$ cat src/sv/tkn_pkg.sv
`default_nettype none

package tkn_pkg;

  // Built capacity of the selector and the widths that follow from it.
  localparam int MAX_K  = 32;
  localparam int CNT_W  = $clog2(MAX_K + 1);
  localparam int IDX_W  = (MAX_K > 1) ? $clog2(MAX_K) : 1;

  // Field widths of the beats.
  localparam int KIND_W = 2;
  localparam int PAGE_W = 32;
  localparam int SLOT_W = 16;
  localparam int DIST_W = 32;
  localparam int HELD_W = 6;
  localparam int K_W    = 6;

  // Register port.
  localparam int APB_AW = 3;
  localparam int APB_DW = 32;
  localparam int REG_IDX_W = 1;
  localparam logic [REG_IDX_W-1:0] REG_K_IN_USE = 1'b0;
  localparam logic [K_W-1:0] K_RESET = K_W'(32);

  // Request codes.
  typedef enum logic [KIND_W-1:0] {
    KIND_PUSH  = 2'd0,
    KIND_DRAIN = 2'd1,
    KIND_CLEAR = 2'd2
  } kind_t;

  // One stored candidate.
  typedef struct packed {
    logic [PAGE_W-1:0] page;
    logic [SLOT_W-1:0] slot;
    logic [DIST_W-1:0] distance;
  } entry_t;

  // What every cell of the chain does in a cycle.
  typedef enum logic [1:0] {
    CELL_HOLD,
    CELL_INSERT,
    CELL_SHIFT
  } cell_op_t;

  typedef struct packed {
    cell_op_t op;
    entry_t   cand;
  } cell_ctrl_t;

  // Contents of the output register.
  typedef struct packed {
    logic              is_entry;
    logic [PAGE_W-1:0] out_page;
    logic [SLOT_W-1:0] out_slot;
    logic [DIST_W-1:0] out_distance;
    logic [DIST_W-1:0] threshold;
    logic              threshold_infinite;
    logic [HELD_W-1:0] held_after;
    logic              admitted;
    logic              last;
  } rsp_t;

endpackage

`default_nettype wire

$ cat src/sv/tkn_cfg.sv
`default_nettype none

module tkn_cfg (
  input  logic                       clk,
  input  logic                       rst,
  input  logic                       psel,
  input  logic                       penable,
  input  logic                       pwrite,
  input  logic [tkn_pkg::APB_AW-1:0] paddr,
  input  logic [tkn_pkg::APB_DW-1:0] pwdata,
  output logic [tkn_pkg::APB_DW-1:0] prdata,
  output logic                       pready,
  output logic [tkn_pkg::CNT_W-1:0]  k_eff
);
  import tkn_pkg::*;

  logic [K_W-1:0]       k_in_use;
  logic [REG_IDX_W-1:0] reg_idx;
  logic                 reg_hit;

  // Registers sit on four-byte boundaries.
  assign reg_idx = paddr[APB_AW-1:2];
  assign reg_hit = (reg_idx == REG_K_IN_USE);
  assign pready  = 1'b1;

  always_ff @(posedge clk) begin
    if (rst) begin
      k_in_use <= K_RESET;
    end else if (psel && penable && pwrite && pready && reg_hit) begin
      k_in_use <= pwdata[K_W-1:0];
    end
  end

  assign prdata = reg_hit ? APB_DW'(k_in_use) : '0;

  // Zero acts as one, anything above the built capacity as the capacity.
  always_comb begin
    if (k_in_use == '0) begin
      k_eff = CNT_W'(1);
    end else if (int'(k_in_use) > MAX_K) begin
      k_eff = CNT_W'(MAX_K);
    end else begin
      k_eff = CNT_W'(k_in_use);
    end
  end

endmodule

`default_nettype wire

$ cat config.mk
export PLATFORM = sky130hd
export DESIGN_NAME = tkn_cfg
export DESIGN_NICKNAME = d
export VERILOG_FILES = /design/src/sv/tkn_pkg.sv /design/src/sv/tkn_cfg.sv
export SDC_FILE = /design/constraint.sdc
export NUM_CORES = 1
export LEC_CHECK = 0
export BUFFER_PORTS_ARGS = -buffer_cell sky130_fd_sc_hd__buf_4
export CAP_MARGIN = 20
export CORE_AREA = 2 2 47 49
export CTS_CLUSTER_SIZE = 8
export DETAILED_ROUTE_END_ITERATION = 10
export DIE_AREA = 0 0 49 51
export PLACE_DENSITY = 0.76
export SLEW_MARGIN = 20
export SYNTH_ARGS = -nofsm -noshare
export SYNTH_HDL_FRONTEND = slang
export SYNTH_SLANG_ARGS = --single-unit
$ cat constraint.sdc
create_clock -name clk -period 1.3 [get_ports clk]
set_input_delay 0.26 -clock clk [delete_from_list [all_inputs] [get_ports clk]]
set_output_delay 0.26 -clock clk [all_outputs]
set_load 0.02 [all_outputs]
Word-level counts from Yosys, hierarchy flattened
Cells that the tools add are included.
W data, S select, Z words.
{ "classes": {"order_cmp": 1, "n_bitwise": 1, "reduce_logical": 4, "mux": 3} }
{ "ops": {"columns": ["op", "n"], "rows": [
  ["$mux W6", 3],
  ["$gt A6 B6 Y1 const B", 1],
  ["$logic_not A6 Y1", 1],
  ["$logic_and A1 B1 Y1", 3],
  ["$not A1 Y1", 1]
]} }
{ "totals": {"inputBits": 40, "ff_bits": 6, "wordCells": 10, "out_inout_bits": 39} }

Logic depth before layout (Yosys ltp)
{ "depth": {"word_depth": 3, "depth_mapped": 3, "ltp_nobuf": 2} }

Worst setup path before layout
Ideal clock, no wire load.
{ "synth_timing": {"path_kind": "reg2out", "start": "register k_in_use[3]", "end": "output port k_eff[0] in the netlist's numbering", "required_ns": 1.040, "stages_incl_launch_ff": 3, "arrival_time_ns": 1.181, "setup_slack_ns": -0.141, "n_path_buf": 0, "cell_sequence": "dfxtp_1 or4_1 a21oi_1"} }
{ "synth_between": {"elab_chain_cells": 3, "word_cells_on_any_way": 4, "cone_classes": "order compare: 1; mux: 2; reduce/logical: 1"} }
{ "synth_rtl": {"columns": ["item", "line", "source"], "rows": [
  ["start, declared", "tkn_cfg.sv:17", "logic [K_W-1:0] k_in_use;"],
  ["start signal, assigned", "tkn_cfg.sv:30", "k_in_use <= pwdata[K_W-1:0];"],
  ["$gt A6 B6 Y1", "tkn_cfg.sv:40", "end else if (int'(k_in_use) > MAX_K) begin"],
  ["$mux W6", "tkn_cfg.sv:40", null],
  ["$mux W6 *", "tkn_cfg.sv:38", "if (k_in_use == '0) begin"],
  ["end, declared", "tkn_cfg.sv:13", "output logic [tkn_pkg::CNT_W-1:0] k_eff"]
]} }
Mark *: on every way between the ends. The rest lies on a longest branch, timed or not.

Worst setup path after layout
Ends and elaborated chain as after synthesis.

==> flow_metrics.py <==
metrics = {
    "outcome": {
        "outcome": "finished with violations",
        "violations": "negative setup slack",
    },
    "die": {
        "start_util_pct": 27.35,
        "die_x_um": 49,
        "core_um2": 2063,
        "rows": 17,
        "ios": 79,
        "die_h_um": 51,
        "dieArea_um2": 2499,
    },
    "critical_path": {
        "crit_end": "k_eff[0]",
        "end_kind": "output port",
        "reg2reg_slack_ps": 470,
        "rr_worst_depth": 3,
        "r2r_start": "k_in_use[3]",
        "crit_path_start": "k_in_use[3]",
        "cp_data_arrival_time_ps": 1360,
        "r2r_end": "k_in_use[3]",
        "cp_max_fo": 2,
        "required_ps": 1040,
        "startpoint_type": "flop",
        "setup.worst_path.class": "reg2out",
    },
    "cells_and_area": {
        "fin_cells": 123,
        "diodes": 0,
        "drive_above_1_share_pct": 34.74,
        "utilization_pct": 34.93,
        "top_register": "k_in_use",
        "top_regs": "k_in_use: 6 flops",
        "syn_to_final_growth_pct": 27.72,
        "largest_register_ffs": 6,
        "finalNetCount": 137,
    },
    "grt": {
        "grt_pass1_vias": 395,
        "grt_pass1_wl_mm": 1.524,
        "overflow": 0,
        "grt_max_degree": 13,
        "gr-usage-met2_pct": 15.98,
        "grt_use_met1_pct": 6.750,
        "use_met3_pct": 2.924,
        "top_usage_layer": "met2",
        "grt_use_total_pct": 8.527,
        "antenna_found_initial": 0,
    },
    "clock_network": {
        "clkSlewWorstSetupHoldPaths_ps": 40,
        "cts_buffers": 3,
        "post_cts_buffers": 0,
        "cts_max_level": 1,
        "postCtsHoldBufs": 0,
        "root_buffer": "clkbuf_4",
        "clk-insertion-delay-late_ps": 250,
        "clk_path_buf_depth": 2,
        "cts_sinks": 6,
        "cts_tree": "built",
    },
    "placed_design": {
        "dp_cells": 120,
        "dp_slack_ps": -58.25,
        "port_buffers": 23,
        "place_hpwl_um": 833.2,
        "gp_congestion": 0.7268,
    },
    "route": {
        "postRouteAntennaNets": 0,
        "drc": 0,
        "drt-initial-drc-count": 0,
        "firstDrtPassIters": 1,
        "wl_um": 948,
        "avgRoutedWirePerCell_um": 7.707,
        "via_per_inst": 3.480,
        "vias": 428,
    },
    "power": {
        "p_comb_share_pct": 28.6,
        "intPower_mw": 0.3417,
        "clkPwrFrac_pct": 33.7,
        "ir_worst_vdd_mv": 0.2801,
        "p_sw_mw": 0.1694,
        "total_leakage_power_nw": 0.3567,
        "p_seq_share_pct": 37.6,
        "switching_share_pct": 33.15,
        "power_density_nw_per_um2": 709.2,
    },
    "sta": {
        "max_freq_mhz": 618.5,
        "fin_tns_setup_ps": -316.9,
        "period_minus_slack_ps": 1617,
        "rsz0062_at_grt": "true",
        "finalSetupViolCount": 1,
        "final.setup_skew_ps": 0,
        "fin_crit_sh_pct": 124.4,
        "maxSlewViolCount": 0,
        "fin_ws_ps": -316.9,
        "finalHoldViolCount": 0,
    },
    "job": {
        "max_cap_violations": 0,
    },
    "yosys": {
        "syn_inst": 70,
        "synth.distinct_cells": 14,
        "yosys_warnings": 0,
        "yosys.area.top_type": "buf_4",
        "synth_top_area_share_pct": 37.25,
        "ys_top_cells_by_area": "buf_4 (37%), dfxtp_1 (21%), mux2i_1 (11%)",
        "ys_ff_latch": 6,
        "synthesis.area_um2": 564.3,
        "synth-seq-area-share_pct": 21.29,
        "avgSynthCellArea_um2": 8.061,
    },
    "hold_path": {
        "hold_class": "in2reg",
    },
}
==> cells in the final DEF, fill, tap and decap left out <==
master and instances:
conb_1 27, buf_4 26, nand2b_1 9, nor2b_1 8, mux2i_1 6, dfxtp_1 5, nor2_1 3, clkbuf_4 3
inv_1 1, or4_4 1, a21oi_4 1, and2b_1 1, and4b_1 1, or2b_1 1, dfxtp_2 1, buf_6 1
==> through the flow <==
step                      cell area [um2]  power [mW]  hold slack, ps
final                               720.7      0.5111           281.7
after CTS                           720.7      0.5198           279.2
after detailed placement            693.2      0.3413           493.2
after global placement              693.2      0.3400           463.4
after global routing                720.7      0.5288           293.2
after floorplan                     673.1      0.3621           414.7
==> per-layer routing <==
metal	routed length, um	share of wire [%]
met1	342	36
met2	479	51
met3	100	11
met4	25	2.6
met5	0	0
==> worst min path at each step <==
stage                start           to  slack (ps)  cells past startpoint
4_1_cts          pwdata[1]  k_in_use[1]         280                      3
3_3_place_gp   k_in_use[0]  k_in_use[0]         460                      2
5_1_grt          pwdata[4]  k_in_use[4]         290                      3
3_5_place_dp   k_in_use[0]  k_in_use[0]         490                      2
2_1_floorplan    pwdata[3]  k_in_use[3]         410                      2
6_report         pwdata[5]  k_in_use[5]         280                      3
==> cell families (layout without fill, tap and decap cells) <==
group / count (synthesis) / in the layout / synth area share (%)
simple gates: 24 / 24 / 26.61
other cells: 2 / 27 / 1.331
buf+inv: 31 / 31 / 39.25
flops: 6 / 6 / 21.29
compound gates: 1 / 1 / 0.8861
mux: 6 / 6 / 10.64
==> synthesized netlist by cell type (all sizes together) <==
cell and count:
mux2i 6, or2b 1, nand2b 9, nor2b 8, inv 1, a21oi 1, and2b 1, nor2 3
or4 1, clkbuf 2, and4b 1, buf 28, conb 2, dfxtp 6
==> cell type report <==
type,count,area (um2)
fill,228,1343
multi-input combinational,58,331.6
timing repair buffer,27,206.4
sequential,6,121.4
tap,28,35.03
clock buffer,3,22.52
inverter,1,3.754
==> critical path: stages, from the launching register on <==
cell and delay [ps]:
dfxtp_1 300, or4_4 540, a21oi_4 140, buf_6 130
==> timing repair <==
| item | 4_1_cts | 5_1_grt |
|---|---|---|
| gates resized for setup | 2 | 0 |
| setup endpoints to repair | 2 | 1 |
| gates cloned | 0 | 0 |
| pin swaps | 0 | 0 |
==> power by group through the flow <==
stage / clock network, mW / registers (mW) / logic [mW]
after floorplan: 0 / 0.195 / 0.167
after global placement: 0 / 0.195 / 0.145
after detailed placement: 0 / 0.196 / 0.146
after CTS: 0.181 / 0.192 / 0.146
after global routing: 0.177 / 0.193 / 0.159
final: 0.172 / 0.192 / 0.146
Power figures use the tool's default switching activity.
