==> config.mk <==
export PLATFORM = sky130hd
export DESIGN_NAME = tkn_cell
export DESIGN_NICKNAME = d
export VERILOG_FILES = /design/src/sv/tkn_pkg.sv /design/src/sv/tkn_cell.sv
export SDC_FILE = /design/constraint.sdc
export NUM_CORES = 1
export LEC_CHECK = 0
export BUFFER_PORTS_ARGS = -buffer_cell sky130_fd_sc_hd__buf_2
export CAP_MARGIN = 10
export CORE_AREA = 2 2 128 130
export DETAILED_ROUTE_END_ITERATION = 16
export DIE_AREA = 0 0 130 132
export SLEW_MARGIN = 15
export SYNTH_ARGS = -nofsm -noshare
export SYNTH_HDL_FRONTEND = slang
export SYNTH_SLANG_ARGS = --single-unit
==> constraint.sdc <==
create_clock -name clk -period 10 [get_ports clk]
set_input_delay 0.5 -clock clk [delete_from_list [all_inputs] [get_ports clk]]
set_output_delay 0.5 -clock clk [all_outputs]
set_load 0.01 [all_outputs]
==> src/sv/tkn_pkg.sv <==
`default_nettype none

package tkn_pkg;

  // Built capacity of the selector and the widths that follow from it.
  localparam int MAX_K  = 32;
  localparam int CNT_W  = $clog2(MAX_K + 1);
  localparam int IDX_W  = (MAX_K > 1) ? $clog2(MAX_K) : 1;

  // Field widths of the beats.
  localparam int KIND_W = 2;
  localparam int PAGE_W = 32;
  localparam int SLOT_W = 16;
  localparam int DIST_W = 32;
  localparam int HELD_W = 6;
  localparam int K_W    = 6;

  // Register port.
  localparam int APB_AW = 3;
  localparam int APB_DW = 32;
  localparam int REG_IDX_W = 1;
  localparam logic [REG_IDX_W-1:0] REG_K_IN_USE = 1'b0;
  localparam logic [K_W-1:0] K_RESET = K_W'(32);

  // Request codes.
  typedef enum logic [KIND_W-1:0] {
    KIND_PUSH  = 2'd0,
    KIND_DRAIN = 2'd1,
    KIND_CLEAR = 2'd2
  } kind_t;

  // One stored candidate.
  typedef struct packed {
    logic [PAGE_W-1:0] page;
    logic [SLOT_W-1:0] slot;
    logic [DIST_W-1:0] distance;
  } entry_t;

  // What every cell of the chain does in a cycle.
  typedef enum logic [1:0] {
    CELL_HOLD,
    CELL_INSERT,
    CELL_SHIFT
  } cell_op_t;

  typedef struct packed {
    cell_op_t op;
    entry_t   cand;
  } cell_ctrl_t;

  // Contents of the output register.
  typedef struct packed {
    logic              is_entry;
    logic [PAGE_W-1:0] out_page;
    logic [SLOT_W-1:0] out_slot;
    logic [DIST_W-1:0] out_distance;
    logic [DIST_W-1:0] threshold;
    logic              threshold_infinite;
    logic [HELD_W-1:0] held_after;
    logic              admitted;
    logic              last;
  } rsp_t;

endpackage

`default_nettype wire

==> src/sv/tkn_cell.sv <==
`default_nettype none

module tkn_cell (
  input  logic               clk,
  input  tkn_pkg::cell_ctrl_t ctrl,
  input  logic               live,
  input  logic               wr_en,
  input  logic               left_gt,
  input  tkn_pkg::entry_t    left_ent,
  input  tkn_pkg::entry_t    right_ent,
  output logic               gt,
  output tkn_pkg::entry_t    ent
);
  import tkn_pkg::*;

  // An empty cell counts as further away than any candidate, so the
  // comparison results along the chain form a thermometer.
  assign gt = !live || (ent.distance > ctrl.cand.distance);

  // Insert: the cells past the insertion point take their left neighbour,
  // the first one past it takes the candidate. Shift moves towards cell 0.
  always_ff @(posedge clk) begin
    case (ctrl.op)
      CELL_INSERT: begin
        if (wr_en) begin
          if (left_gt) begin
            ent <= left_ent;
          end else if (gt) begin
            ent <= ctrl.cand;
          end
        end
      end
      CELL_SHIFT: begin
        ent <= right_ent;
      end
      default: begin
        ent <= ent;
      end
    endcase
  end

endmodule

`default_nettype wire

* After elaboration in Yosys (flattened, before gate mapping) *
Cells that the tools add are included.

operators by class
  $lt $le $gt $ge = 1
  equality and inequality tests = 4
  multiplexer cells = 4
  reductions and logical operators = 4

operator list
  operator              count
  $mux W80              3
  $pmux W80 S2          1
  $gt A32 B32 Y1        1
  $ne A3 B3 Y1 const B  1
  $reduce_and A3 Y1     1
  $eq A2 B1 Y1 const B  1
  $eq A2 B2 Y1 const B  1
  $ne A2 B2 Y1 const B  1
  $reduce_bool A2 Y1    1
  $logic_not A1 Y1      1
  $logic_or A1 B1 Y1    1

word-level totals
  flip-flop bits (word level) = 80
  input port bits = 246
  output and inout port bits = 81
  word-level logic and storage cells = 16

* Longest topological paths before layout *
  depth in word-level cells = 6
  depth in mapped cells = 8
  mapped depth without buffers = 8

* Least setup slack after synthesis *
Ideal clock, no wire load.

  path kind = in2reg
  start point = input ctrl[23] (netlist name)
  end point = register ent[0] (netlist name), enable pin
  library setup time = 452 ps
  data arrival time = 3843 ps
  required time = 9548 ps
  setup slack = 5705 ps
  cell stages on the path = 8
  path buffers = 0
  path through = inv_1 ha_1 nand4_1 a211o_1 a311oi_1 a2111oi_1 o22ai_1 o31a_1

on the way
  word-level cells in the longest chain between the ends = 4

RTL lines
  item                                RTL line        text
  from (decl)                         tkn_cell.sv:5   input tkn_pkg::cell_ctrl_t ctrl,
  $gt A32 B32 Y1                      tkn_cell.sv:18  assign gt = !live || (ent.distance > ctrl.cand.distance);
  $logic_or A1 B1 Y1                  tkn_cell.sv:18
  via gt                              tkn_cell.sv:11  output logic gt,
  $ne A3 B3 Y1 (no source line)       n/a
  $reduce_and A3 Y1 (no source line)  n/a
  to (signal assigned)                tkn_cell.sv:27  ent <= left_ent;
  to (signal assigned)                tkn_cell.sv:29  ent <= ctrl.cand;
  to (signal assigned)                tkn_cell.sv:34  ent <= right_ent;
  to (decl)                           tkn_cell.sv:12  output tkn_pkg::entry_t ent

The timed path passes the listed nets, and every way through them passes these cells.
A chain may end at the register's enable or synchronous reset.

* Worst setup path after layout *
  start point = register ent[7] (netlist name)
  end point = register ent[30] (netlist name), enable pin

on the way
  word-level cells in the longest chain between the ends = 4

RTL lines
  item                                RTL line
  $gt A32 B32 Y1                      tkn_cell.sv:18
  $logic_or A1 B1 Y1                  tkn_cell.sv:18
  $ne A3 B3 Y1 (no source line)       n/a
  $reduce_and A3 Y1 (no source line)  n/a

Every way passes these cells.

==> results by stage <==
Run status:
- The flow ran to the end, and the final reports show no timing, DRC or antenna violations.

Placement:
- The number of cells after detailed placement is 983.
- The count of input and output buffers is 326.
- After detailed placement, the total cell area comes to 6686 um^2.
- The weighted congestion at the end of routability-driven global placement is 0.8059.
- Detailed placement ended at an HPWL of 11.77 mm.

Global routing:
- The total overflow left after global routing is 0.
- The overall fraction of global-route tracks in use is 0.1736.
- The wire length of the first global-routing pass is 22.54 mm.
- The initial antenna violation count is 2.
- Entering global routing, the biggest net connects between 90 and 100 pins.
- The via count of the first global-routing pass is 4309.

Route:
- The remaining design rule violation count is 0.
- The first routing iteration left between 150 and 200 violations.
- The detail route stage leaves a number of antenna-violating nets equal to 0.
- The first-pass detailed-route iteration total is 6.
- The total via count after detailed routing is about 4400.
- In the final routed layout, each cell accounts on average for around 15 um.
- The number of vias per cell after detailed routing is approximately 4.4.
- The routed wire length is approximately 15 mm.

Logic synthesis:
- The cell area after synthesis is 4856 um^2.
- The share of async-settable or async-resettable flops after synthesis is 0.
- Among all flip-flop cells after synthesis, the most frequent one is edfxtp_1.
- For this run, the number of Yosys warnings is 0.
- The register area share after synthesis is 0.4947.
- The total of flip-flops plus latches after synthesis is 80.
- Synthesis instantiated 28 different standard cells from the library.
- Averaged over all synthesized cells, the footprint is about 10 um^2.
- The net count of the mapped netlist is 742.
- Synthesis produced a netlist whose cell count is 464.
- The number of enable flip-flop cells after synthesis is 80.

Floorplanning:
- The die is about 130 um wide.
- Pin placement for this block handled 327 I/O pins.
- The core region is 15710 um^2.
- From bottom edge to top edge, the die measures 132 um.
- The initial core utilization is 0.3090.
- The cell row count is 46.
- The die covers between 15000 and 20000 um^2.

Timing:
- The final-report setup violation count is 0.
- The clock period minus final worst setup slack is 3.132 ns.
- The clock skew is 0.007750 ns.
- The aggregate negative setup slack is 0 ns.
- Static timing analysis puts the maximum clock frequency at about 320 MHz.
- The number of hold-slack violations in the final timing report is 0.
- The count of pins over their slew limit came to 0.
- The actual slew at the worst max-slew pin is 1.082 ns.
- The relative slew slack is 0.2784.
- Of the available clock period, the critical path in the final layout requires 0.3132.
- Setup repair after global routing left no endpoint under its margin.

Clocking:
- Post-CTS repair changed the size of 0 cells.
- The TritonCTS clock tree is done.
- The number of levels the H-tree was split into is 3.
- Clock-pin slew was measured on the worst setup and hold paths at 0.06 ns.
- The clock tree root driver cell is clkbuf_16.
- The number of buffers added by the clock tree synthesis step is 9.
- The largest buffer count on any clock path is 2.
- Counting every sink on the clock net gives 80.
- The count of buffers added by post-CTS timing repair for setup is 0.
- The count of hold buffers inserted by post-cts repair is 0.
- The clock latency at the later pin of the worst-skew pair is 0.34 ns.

Critical path:
- Traced cell by cell, the critical path runs through ha_1 > nand4_1 > a2111oi_0 > nor4_1 > o22ai_1 > o31a_2 > buf_4.
- STA classifies the critical path startpoint as a flop.
- The endpoint type of the worst setup path is a flop.
- The data required time at the worst endpoint is between 9 and 10 ns.
- The arrival time reported for the critical path endpoint is 3.09 ns.
- For this design, the slowest cell found on the critical path is buf_4.
- On the worst path, the slowest cell contributes a delay of 0.78 ns.
- Of all nets on the critical path, the largest fanout is 80.
- The class of the most critical setup path is reg -> reg.

Pwr:
- Summed over all nets, the switching power comes to approximately 0.00024 W.
- Of the total power, the clock network draws 0.363.
- The cell-internal power is approximately 0.00071 W.
- The share of total power dissipated in combinational logic is 0.203.
- The switching power as a share of total power is 0.2537.
- For this design the ratio of total power to cell area is 136.9 nW/um^2.
- The share of total power in sequential cells is 0.433.
- Across the VDD grid, the largest voltage drop is 0.06977 mV.
- For this design the static power due to leakage is between 3 and 4 nW.

Final layout:
- The final instance area is 6997 um^2.
- Counting flops per register, the top entry is ent.
- The layout-stage area growth over the synthesis result is 44.09%.
- Once layout is complete, the cells apart from fillers number around 1000.
- The largest registers in the layout are ent: 80 flops.
- Measured on the finished design, the core utilization comes to 0.4453.
- In the final layout, the share of cells above drive strength 1 is 0.4419.
- The net count of the finished layout is 1056.
- The flip-flop count of the largest register after layout is 80.

Worst hold path:
- The class of the tightest hold or removal check is in -> reg.

Run:
- The max capacitance violation total is 0.
[cells in the mapped netlist (all sizes together) (2+ instances only)]
cell type  count  area share
nand2         86       0.066
o21ai         81       0.083
edfxtp        80        0.49
mux2i         80        0.16
ha            32       0.082
inv           32       0.025
clkbuf        18       0.014
a21oi         10       0.010
buf            9      0.0093
nand4          8       0.010
nand3          6      0.0062
a21o           3      0.0049
nor2           3      0.0023
a2111oi        2      0.0039
nor2b          2      0.0026
nor4           2      0.0026
[metrics by stage]
step	hold WS (ns)	power [W]	setup slack, ns
floorplan	0.6871	0.0005208	5.705
global route	0.4281	0.001008	6.582
finish	0.4279	0.0009579	6.868
CTS	0.4128	0.0009727	6.899
global placement	0.7742	0.0006174	6.738
detailed placement	0.7774	0.0006200	6.694
[critical path: cells and delay by family (launching register included)]
family / cells / cell delay, ns
adders and majority gates: 1 / 0.34
buffers and inverters: 1 / 0.78
and+or+nand+nor: 2 / 0.30
DFF: 1 / 0.41
AOI/OAI and AO/OA: 3 / 0.82
[worst paths after layout]
path                            slack, ns           endpoint  cells past startpoint              start
worst max-delay path                 6.87  ent[30]$_DFFE_PP_                      7   ent[7]$_DFFE_PP_
worst min-delay path                 0.43  ent[58]$_DFFE_PP_                      3      right_ent[58]
worst min register to register       1.85  ent[25]$_DFFE_PP_                      7  ent[16]$_DFFE_PP_
worst max register to register       6.87  ent[30]$_DFFE_PP_                      7   ent[7]$_DFFE_PP_
[layer usage]
metal | up-vias | global-route usage | routed length [um] | share of wire
li1 | 2309 | - | - | -
met1 | 1921 | 0.2023 | 6037 | 0.40
met2 | 181 | 0.3042 | 7599 | 0.51
met3 | 20 | 0.04058 | 947 | 0.063
met4 | 0 | 0.06930 | 344 | 0.023
met5 | - | 0 | 0 | 0
[power by group through the flow]
stage                     clock, W  sequential, W  combinational (W)
after floorplan                  0       0.000437          0.0000840
final                     0.000348       0.000415           0.000195
after global routing      0.000370       0.000418           0.000220
after CTS                 0.000359       0.000415           0.000199
after global placement           0       0.000421           0.000196
after detailed placement         0       0.000422           0.000198
[cell type report]
class                   instances  area (um^2)
diodes                          2        5.005
clock buffers                  12        236.5
clock inverters                 4        68.82
fillers                      1571         8716
inverters                      32        120.1
multi-input cells             325         2230
flip-flops and latches         80         2402
well taps                     216        270.3
repair buffers                330         1664
[cell usage in the layout (no fill, tap or decap), types with 2 or more instances in the layout]
cell         n
inv_1       32
buf_4        5
buf_2      325
nand4_1      8
a21oi_1     10
nor4_1       2
ha_1        32
a21o_1       2
o21ai_0     81
bufinv_16    2
nor2_1       3
mux2i_1     80
diode_2      2
clkbuf_1     3
edfxtp_1    80
clkbuf_16    9
nand3_1      6
nand2_1     86
[cell families after synthesis]
group,share of synthesized area
compound gates,0.1167
fa+ha+maj,0.08245
buf+inv,0.04793
flops,0.4947
mux,0.1649
simple gates,0.09328
Power figures use the tool's default switching activity.
